===== src/hdl/htsi_pkg.sv =====
`default_nettype none

package htsi_pkg;

   localparam int CharWidth   = 8;
   localparam int ValueWidth  = 32;
   localparam int StatusWidth = 2;
   localparam int RspWidth    = 40;   // value + status, padded to whole bytes

   typedef logic [StatusWidth-1:0] status_type;

   localparam status_type StatusOk       = 2'd0;
   localparam status_type StatusEmpty    = 2'd1;
   localparam status_type StatusOverflow = 2'd2;

endpackage

`default_nettype wire


===== src/hdl/hex_text_to_signed_int_unit.sv =====
`default_nettype none
// Latency: a result appears in the cycle after the item with tlast is accepted.
// Throughput: one character per cycle while req_tready is high; the digit update
// (shift by four, add, 36-bit limit compare) fits between the parse state and
// the result register. req_tready drops only while a result waits and rsp_tready is low.
// Reset (synchronous, active high) returns the parser to the start of a string
// and empties the result register.

module hex_text_to_signed_int_unit (
   input  wire logic                            clock,
   input  wire logic                            reset,
   input  wire logic                            req_tvalid,
   output      logic                            req_tready,
   input  wire logic [htsi_pkg::CharWidth-1:0]  req_tdata,   // [7:0] character
   input  wire logic                            req_tlast,
   output      logic                            rsp_tvalid,
   input  wire logic                            rsp_tready,
   output      logic [htsi_pkg::RspWidth-1:0]   rsp_tdata    // [31:0] value, [33:32] status
);
   import htsi_pkg::*;

   typedef enum logic [2:0] {
      PhStart    = 3'd0,
      PhSign     = 3'd1,
      PhZero     = 3'd2,
      PhDigits   = 3'd3,
      PhStopped  = 3'd4,
      PhOverflow = 3'd5,
      PhEmpty    = 3'd6
   } phase_type;

   localparam logic [7:0] CharNul   = 8'h00;
   localparam logic [7:0] CharPlus  = 8'h2B;
   localparam logic [7:0] CharMinus = 8'h2D;
   localparam logic [7:0] CharZero  = 8'h30;
   localparam logic [7:0] CharNine  = 8'h39;
   localparam logic [7:0] CharUpA   = 8'h41;
   localparam logic [7:0] CharUpF   = 8'h46;
   localparam logic [7:0] CharLowA  = 8'h61;
   localparam logic [7:0] CharLowF  = 8'h66;
   localparam logic [7:0] CharLowX  = 8'h78;

   localparam logic [35:0] PosLimit = 36'h07FFFFFFF;
   localparam logic [35:0] NegLimit = 36'h080000000;

   phase_type              phase_ff, phase_in;
   logic                   negative_ff, negative_in;
   logic [ValueWidth-1:0]  acc_ff, acc_in;

   logic                   rsp_valid_ff;
   logic [ValueWidth-1:0]  rsp_value_ff, rsp_value_in;
   status_type             rsp_status_ff, rsp_status_in;

   logic                   accept;
   logic [7:0]             ch;
   logic                   dig_ok;
   logic [3:0]             dig_val;
   logic [35:0]            acc_next;
   logic [35:0]            limit;
   logic                   take;

   assign req_tready = !rsp_valid_ff || rsp_tready;
   assign accept     = req_tvalid && req_tready;
   assign ch         = req_tdata;

   // hex digit decode, either case
   always_comb begin
      dig_ok  = 1'b0;
      dig_val = 4'd0;
      if (ch >= CharZero && ch <= CharNine) begin
         dig_ok  = 1'b1;
         dig_val = 4'(ch - CharZero);
      end else if (ch >= CharLowA && ch <= CharLowF) begin
         dig_ok  = 1'b1;
         dig_val = 4'(ch - CharLowA + 8'd10);
      end else if (ch >= CharUpA && ch <= CharUpF) begin
         dig_ok  = 1'b1;
         dig_val = 4'(ch - CharUpA + 8'd10);
      end
   end

   // accumulator stays at or below 0x80000000, so acc*16 + digit fits in 36 bits
   assign acc_next = {acc_ff, 4'h0} + {32'd0, dig_val};
   assign limit    = negative_ff ? NegLimit : PosLimit;

   always_comb begin
      phase_in    = phase_ff;
      negative_in = negative_ff;
      acc_in      = acc_ff;
      take        = 1'b0;

      unique case (phase_ff)
         PhStart: begin
            if (ch == CharNul) begin
               phase_in = PhEmpty;
            end else if (ch == CharPlus || ch == CharMinus) begin
               negative_in = (ch == CharMinus);
               phase_in    = PhSign;
            end else if (ch == CharZero) begin
               phase_in = PhZero;
            end else begin
               take = 1'b1;
            end
         end
         PhSign: begin
            if (ch == CharZero) begin
               phase_in = PhZero;
            end else begin
               take = 1'b1;
            end
         end
         PhZero: begin
            if (ch == CharLowX) begin
               phase_in = PhDigits;
            end else begin
               take = 1'b1;
            end
         end
         PhDigits: begin
            take = 1'b1;
         end
         default: begin
            // stopped, overflow, empty: characters are ignored until last
         end
      endcase

      if (take) begin
         if (!dig_ok) begin
            phase_in = PhStopped;
         end else if (acc_next > limit) begin
            phase_in = PhOverflow;
            acc_in   = '0;
         end else begin
            acc_in   = acc_next[ValueWidth-1:0];
            phase_in = PhDigits;
         end
      end

      if (phase_in == PhEmpty) begin
         rsp_value_in  = '0;
         rsp_status_in = StatusEmpty;
      end else if (phase_in == PhOverflow) begin
         rsp_value_in  = '0;
         rsp_status_in = StatusOverflow;
      end else begin
         rsp_value_in  = negative_in ? (ValueWidth'(0) - acc_in) : acc_in;
         rsp_status_in = StatusOk;
      end
   end

   always_ff @(posedge clock) begin
      if (reset) begin
         phase_ff     <= PhStart;
         negative_ff  <= 1'b0;
         acc_ff       <= '0;
         rsp_valid_ff <= 1'b0;
      end else begin
         if (accept) begin
            if (req_tlast) begin
               phase_ff    <= PhStart;
               negative_ff <= 1'b0;
               acc_ff      <= '0;
            end else begin
               phase_ff    <= phase_in;
               negative_ff <= negative_in;
               acc_ff      <= acc_in;
            end
         end
         if (accept && req_tlast) begin
            rsp_valid_ff <= 1'b1;
         end else if (rsp_tready) begin
            rsp_valid_ff <= 1'b0;
         end
      end
   end

   always_ff @(posedge clock) begin
      if (accept && req_tlast) begin
         rsp_value_ff  <= rsp_value_in;
         rsp_status_ff <= rsp_status_in;
      end
   end

   assign rsp_tvalid = rsp_valid_ff;
   assign rsp_tdata  = {{(RspWidth - ValueWidth - StatusWidth){1'b0}},
                        rsp_status_ff, rsp_value_ff};

endmodule

`default_nettype wire


===== config.mk =====
export PLATFORM = sky130hd
export DESIGN_NAME = hex_text_to_signed_int_unit
export DESIGN_NICKNAME = d
export VERILOG_FILES = /design/src/hdl/htsi_pkg.sv /design/src/hdl/hex_text_to_signed_int_unit.sv
export SDC_FILE = /design/constraint.sdc
export NUM_CORES = 1
export LEC_CHECK = 0
export BUFFER_PORTS_ARGS = -buffer_cell sky130_fd_sc_hd__buf_4
export CAP_MARGIN = 20
export CORE_AREA = 2 2 103 105
export CTS_CLUSTER_DIAMETER = 100
export DETAILED_ROUTE_END_ITERATION = 8
export DIE_AREA = 0 0 105 107
export GPL_TIMING_DRIVEN = 0
export HOLD_SLACK_MARGIN = 0.08
export PLACE_DENSITY = 0.72
export RECOVER_POWER = 50
export SETUP_SLACK_MARGIN = 0.1
export SLEW_MARGIN = 20
export SYNTH_ARGS = -nofsm -noshare
export SYNTH_HDL_FRONTEND = slang
export SYNTH_SLANG_ARGS = --single-unit

===== constraint.sdc =====
create_clock -name clock -period 5.5 [get_ports clock]
set_input_delay 0 -clock clock [delete_from_list [all_inputs] [get_ports clock]]
set_output_delay 0 -clock clock [all_outputs]
set_load 0.005 [all_outputs]

==> impl_metrics.json, run 1 <==
{
  "vdd_drop_max_uv": 135,
  "p_leak_nw": 2.63,
  "layout_commonest_cell": "nor2_1",
  "n_antenna_cell": 0,
  "async_flop_share_pct": 0,
  "synth-main-ff-cell": "dfxtp_1",
  "dp_cells": 829,
  "skew_ns": 0.0135,
  "drive_gt1_share_pct": 15.3,
  "fin_crit_ns": 5.10,
  "synth_adder_area_share_pct": 8.46,
  "via_per_inst": 6.42,
  "synth.ff_latch_count": 71,
  "slowest_delay_ns": 0.58,
  "grt_pass1_vias": 4991,
  "place_congestion": 1.03,
  "cts_tree": "built",
  "ys.warnings.count": 0,
  "wl_um": 17300,
  "syn_to_final_growth_pct": 15.0,
  "muxShareOfSynthArea_pct": 4.12,
  "synth-xor-area-share_pct": 3.84,
  "yosysSeqAreaShare_pct": 32.2,
  "synth_area_um2": 5470,
  "hold_viol_final": 0,
  "numCtsBuffers": 9,
  "start_util_pct": 54.2,
  "rsz0062_at_grt": "no",
  "utilization_pct": 62.4,
  "worstSetupEndpointType": "flip-flop",
  "grt_pass1_wl_um": 27100,
  "die_height_um": 107,
  "synth_top_family_by_area": "compound AO/OA/AOI/OAI gates",
  "grt_max_degree": 35,
  "post-route-period-util_pct": 92.7,
  "final_cell_mix": "nor2_1 (95), a21oi_1 (46), nand2_1 (40), ha_1 (37)",
  "slew_headroom_pct": 18.4,
  "fin_cells": 849,
  "ys_types": 74,
  "cts_htree_levels": 3,
  "synth-simple-area-share_pct": 22.9,
  "path_cells": "or3_1 -> or2_1 -> or4_4 -> nor3_1 -> a2111oi_1 -> buf_4 -> o21ai_4 -> a2bb2oi_1 -> ha_1 -> inv_1 -> a2111o_1 -> nor4b_2 -> nor3_1 -> o21a_1",
  "dieArea_um2": 11200,
  "drt_iter0_drc": 485,
  "portBuffers": 46,
  "ctsRootBufferMaster": "clkbuf_8",
  "clkTransAtPathRegs_ns": 0.08,
  "clkLatencyLatePin_ns": 0.35,
  "clk_path_buf_depth": 2,
  "crit_type": "reg -> reg",
  "finalMaxSlewViolations": 0,
  "overflow": 0,
  "setup_viol": 0,
  "synthCells": 642,
  "synth_compound_area_share_pct": 23.0,
  "ant_nets": 0,
  "grt_antenna_before_repair": 0,
  "startpoint_type": "flip-flop",
  "core.rowCount": 37,
  "clock.fmax_mhz": 196,
  "wl_per_cell_um": 20.4,
  "cts.sinks": 71,
  "p_per_area_nw_per_um2": 194,
  "io_pins": 55,
  "track_usage_pct": 31.2,
  "status": "finished, final reports clean",
  "vias": 5452,
  "worstHoldPathType": "in -> reg",
  "dp_hpwl_um": 12900,
  "final_nets": 758,
  "critical_path.max_fanout": 10,
  "worst_pin_slew_ns": 1.22,
  "syn_avg_cell_area_um2": 8.52,
  "die_w_um": 105,
  "timing.critical_path.mode_cell": "nor3_1",
  "synth_edf_count": 34,
  "crit_arrival_ns": 5.21,
  "core_area_um2": 10100,
  "cp_slowest_cell": "or4_4",
  "crit_required_ns": 5.62,
  "drc": 0,
  "firstDrtPassIters": 6,
  "totalPowerFinal_mw": 1.22,
  "drv_cap": 0
}
-- metrics by stage --
stage / cell area [µm²] / hold slack (ns) / setup slack [ns] / TNS (ns)
floorplan: 5490 / 0.136 / 0.754 / 0
global placement: 6010 / 0.326 / -0.435 / -2.52
detailed placement: 6010 / 0.347 / -0.545 / -3.66
CTS: 6270 / 0.122 / 0.236 / 0
global route: 6290 / 0.175 / 0.198 / 0
finish: 6290 / 0.127 / 0.404 / 0
-- kinds of logic after synthesis --
logic type / Yosys count
simple gates: 248
compound gates: 179
flops: 71
buf+inv: 60
fa+ha+maj: 37
xor+xnor: 24
mux: 22
other cells: 1
-- worst paths after layout --
kind | start | end | slack, ns | cells past startpoint
worst max-delay path | acc_ff[28] | rsp_value_ff[24] | 0.40 | 14
worst min-delay path | reset | acc_ff[21] | 0.13 | 2
worst max register to register | acc_ff[28] | rsp_value_ff[24] | 0.40 | 14
worst min register to register | acc_ff[31] | acc_ff[31] | 0.53 | 2
-- timing repair --
| action | in CTS | in global routing |
|---|---|---|
| endpoints found under the setup margin | 12 | 6 |
| setup buffers | 0 | 1 |
| gates cloned | 0 | 0 |
| endpoints found under the hold margin | 2 | 0 |
| pin swaps | 0 | 1 |
| hold buffers | 3 | 0 |
| gates resized for setup | 2 | 2 |
-- cell usage after synthesis, types with 3 or more instances --
master,instances,share of area [%]
mux2_2,4,0.82
o21ai_0,27,2.5
inv_1,12,0.82
a32oi_1,7,1.1
o21a_1,6,0.82
mux2i_1,18,3.3
clkbuf_1,22,1.5
nor3_1,20,1.8
nand2b_1,8,0.91
a21o_1,3,0.41
nand3_1,9,0.82
nand4_1,9,1.0
nor2_1,95,6.5
and3_1,3,0.34
buf_6,3,0.62
edfxtp_1,34,19
a221oi_1,3,0.48
dfxtp_1,37,14
nor4_1,12,1.4
o22ai_1,7,0.80
a22oi_1,29,4.0
xnor2_1,16,2.6
nand2_1,40,2.7
or4_1,8,1.1
a31oi_1,8,0.91
buf_2,10,0.91
nor3b_1,3,0.41
a22o_1,5,0.80
a211oi_1,5,0.69
a2bb2oi_1,6,0.96
ha_1,37,8.5
or3_1,17,1.9
a21oi_1,47,4.3
xor2_1,8,1.3
nor2b_1,6,0.69
buf_4,10,1.4
-- layer usage --
metal	vias up	track usage [%]	wire length (µm)	part of all wire, %
met3	42	5.23	1520	8.8
met5	-	0	0	0
met4	0	11.2	465	2.7
met2	278	48.1	7620	44
met1	2603	44.2	7690	44
li1	2529	-	-	-
-- critical path: cells and delay by family, from the launching register on --
family,cells,cell delay [ns]
AOI/OAI and AO/OA,5,1.60
buffers and inverters,2,0.42
adders and majority gates,1,0.38
DFF,1,0.34
and+or+nand+nor,6,2.13
-- sequential cells by signal, summed over array words and instances (netlist names) --
register and count:
acc_ff 32, negative_ff 1, phase_ff 3, rsp_status_ff 2, rsp_tvalid 1, rsp_value_ff 32
-- where the power goes --
part / leakage [nW] / internal (mW) / switching, mW
clock: 0.117 / 0.286 / 0.209
sequential: 0.629 / 0.561 / 0.00347
combinational: 1.89 / 0.0595 / 0.103
total: 2.63 / 0.907 / 0.316
-- cell type report --
class,count,area (µm²)
flip-flops and latches,71,1770
clock inverters,4,75.1
multi-input cells,516,3440
clock buffers,12,156
well taps,136,170
inverters,12,45.0
fillers,906,3800
repair buffers,50,387
plain buffers,48,254
No activity file was read; power rests on OpenSTA's default activity.
==> inputs of run 2 (changes only) <==
--- a/config.mk
+++ b/config.mk
@@ -7,13 +7,16 @@
 export LEC_CHECK = 0
 export BUFFER_PORTS_ARGS = -buffer_cell sky130_fd_sc_hd__buf_4
 export CAP_MARGIN = 20
-export CORE_AREA = 2 2 103 105
+export CELL_PAD_IN_SITES_DETAIL_PLACEMENT = 0
+export CELL_PAD_IN_SITES_GLOBAL_PLACEMENT = 1
+export CORE_AREA = 2 2 113 115
 export CTS_CLUSTER_DIAMETER = 100
+export CTS_CLUSTER_SIZE = 16
 export DETAILED_ROUTE_END_ITERATION = 8
-export DIE_AREA = 0 0 105 107
+export DIE_AREA = 0 0 115 117
 export GPL_TIMING_DRIVEN = 0
-export HOLD_SLACK_MARGIN = 0.08
-export PLACE_DENSITY = 0.72
+export HOLD_SLACK_MARGIN = 0.03
+export PLACE_DENSITY = 0.78
 export RECOVER_POWER = 50
 export SETUP_SLACK_MARGIN = 0.1
 export SLEW_MARGIN = 20
==> run 2 against run 1 <==
  * Critical path depth up 2
  * Critical path type unchanged
  * Clock skew down 0.0078 ns
  * Worst hold slack got worse by 0.071 ns
  * Design area up 1.2%
  * Die area rose by 20%
  * Sequential share of layout area fell by 0.33 points
  * Global-route usage is 3.3 points lower
  * Core utilization down 11 points
  * Setup slack lost 0.024 ns
  * Count of clock-buffer cells in the layout up 1
==> impl_metrics.json, run 2 (synthesis results as in run 1) <==
{
  "syn_to_final_growth_pct": 16.4,
  "grt_antenna_before_repair": 0,
  "die_height_um": 117,
  "post-cts-setup-buffers": 0,
  "grt_max_degree": 35,
  "post-route-period-util_pct": 93.1,
  "io_pins": 55,
  "crit_required_ns": 5.69,
  "drc": 0,
  "worstHoldPathType": "in -> reg",
  "startpoint_type": "flip-flop",
  "clock.fmax_mhz": 195,
  "cts_htree_levels": 3,
  "die_w_um": 115,
  "r2r_end": "rsp_value_ff[30]",
  "placed_area_um2": 6020,
  "drt_iter0_drc": 673,
  "crit_type": "reg -> reg",
  "drv_cap": 0,
  "setup_tns_ns": 0,
  "vdd_drop_max_uv": 100,
  "firstDrtPassIters": 6,
  "grt_pass1_vias": 4900,
  "whs_endpoint": "phase_ff[1]",
  "core.rowCount": 41,
  "timing.critical_path.mode_cell": "inv_1",
  "layout_commonest_cell": "nor2_1",
  "cts.sinks": 71,
  "start_util_pct": 44.5,
  "fin_crit_ns": 5.12,
  "slowest_delay_ns": 0.59,
  "track_usage_pct": 28.0,
  "holdPathStages": 4,
  "design_area_um2": 6370,
  "core_area_um2": 12300,
  "overflow": 0,
  "num-fill-cells": 1205,
  "wl_per_cell_um": 21.1,
  "path_cells": "inv_1 -> ha_1 -> nand4_1 -> or4_4 -> nor3_1 -> a2111oi_2 -> buf_4 -> o21a_1 -> buf_6 -> a22oi_1 -> ha_2 -> inv_1 -> o31ai_4 -> o22ai_1 -> or3_1 -> a21oi_1",
  "slew_headroom_pct": 13.2,
  "dp_hpwl_um": 13800,
  "n_antenna_cell": 0,
  "numCtsBuffers": 9,
  "clk_path_buf_depth": 2,
  "ant_nets": 0,
  "holdCritStartpoint": "req_tlast",
  "p_leak_nw": 2.65,
  "clkLatencyLatePin_ns": 0.34,
  "grt_pass1_wl_um": 28200,
  "worst_pin_slew_ns": 1.30,
  "drive_gt1_share_pct": 15.3,
  "final_cell_mix": "nor2_1 (95), a21oi_1 (47), nand2_1 (40)",
  "wl_um": 18200,
  "final_nets": 756,
  "setup_viol": 0,
  "skew_ns": 0.00568,
  "reg.largest.list": "acc_ff x32, rsp_value_ff x32, phase_ff x3",
  "hold_viol_final": 0,
  "vias": 5337,
  "ctsRootBufferMaster": "clkbuf_16",
  "clkTransAtPathRegs_ns": 0.05,
  "finalMaxSlewViolations": 0,
  "p_per_area_nw_per_um2": 207,
  "r2r-start": "negative_ff",
  "dieArea_um2": 13500,
  "via_per_inst": 6.20,
  "reg2reg_slack_ns": 0.38,
  "worstSetupEndpointType": "flip-flop",
  "portBuffers": 46,
  "cp_slowest_cell": "dfxtp_4",
  "place_congestion": 0.926,
  "status": "finished, final reports clean",
  "rsz0062_at_grt": "yes",
  "critical_path.max_fanout": 33,
  "crit_arrival_ns": 5.31,
  "cts_tree": "built",
  "reg2reg_depth": 16
}
[run 2: changes by cell type in the layout (fill, tap and decap cells not counted), sizes merged]
cell / delta
dlygate4sd3: -1
bufinv: -1
inv: -2
clkbuf: +2
clkinv: +1
clkinvlp: +1
buf: -2
[run 2: final cells by class]
| class | instances | area (µm²) | area share [%] |
|---|---|---|---|
| Clock buffer | 13 | 260 | 4.09 |
| Multi-Input combinational cell | 516 | 3450 | 54.2 |
| Sequential cell | 71 | 1770 | 27.7 |
| Inverter | 12 | 45.0 | 0.707 |
| Timing Repair Buffer | 48 | 362 | 5.68 |
| Buffer | 48 | 254 | 3.99 |
| Clock inverter | 3 | 42.5 | 0.668 |
| Tap cell | 150 | 188 | 2.95 |
[run 2: per-layer routing]
layer / wire length [µm] / global-route usage, %
met4: 419 / 10.1
met5: 0 / 0
met3: 1380 / 4.38
met2: 7970 / 43.0
met1: 8400 / 39.9
[run 2: repair_timing]
item                                    4_1_cts  5_1_grt
resized for setup                             2        4
endpoints found under the setup margin       12       10
hold buffers                                  2        0
hold endpoints to repair                      1        0
pin swaps                                     0        1
[run 2: stage by stage]
step	hold WS, ns	power (mW)	instances	worst slack (ns)	utilization, %
3_3_place_gp	0.338	0.736	843	-0.527	48.9
2_1_floorplan	0.136	0.678	647	0.754	-
3_5_place_dp	0.345	0.736	843	-0.575	48.9
5_1_grt	0.0755	1.36	861	0.0779	51.7
6_report	0.0555	1.32	861	0.380	51.7
4_1_cts	0.0413	1.32	861	0.149	51.6
[run 2: worst max-delay path by stage]
| stage | startpoint | endpoint | slack [ns] |
|---|---|---|---|
| floorplan | negative_ff | rsp_value_ff[24] | 0.75 |
| global placement | negative_ff | rsp_value_ff[30] | -0.53 |
| detailed placement | negative_ff | rsp_value_ff[30] | -0.57 |
| CTS | negative_ff | rsp_value_ff[30] | 0.15 |
| global route | negative_ff | rsp_value_ff[30] | 0.08 |
| finish | negative_ff | rsp_value_ff[30] | 0.38 |
[run 2: power breakdown]
part	leakage [nW]	total, mW	internal [mW]	switching (mW)
Clock	0.146	0.589	0.375	0.214
Sequential	0.629	0.566	0.563	0.00335
Combinational	1.87	0.162	0.0589	0.103
Total	2.65	1.32	0.997	0.320
[run 2: critical path, delay by kind of cell, from the launching register on]
| family | cells | cell delay (ns) |
|---|---|---|
| adder cells (fa/ha/maj) | 2 | 0.70 |
| AO/OA/AOI/OAI | 6 | 1.59 |
| buffers and inverters | 4 | 0.72 |
| AND/OR/NAND/NOR | 4 | 1.37 |
| flip-flops | 1 | 0.59 |
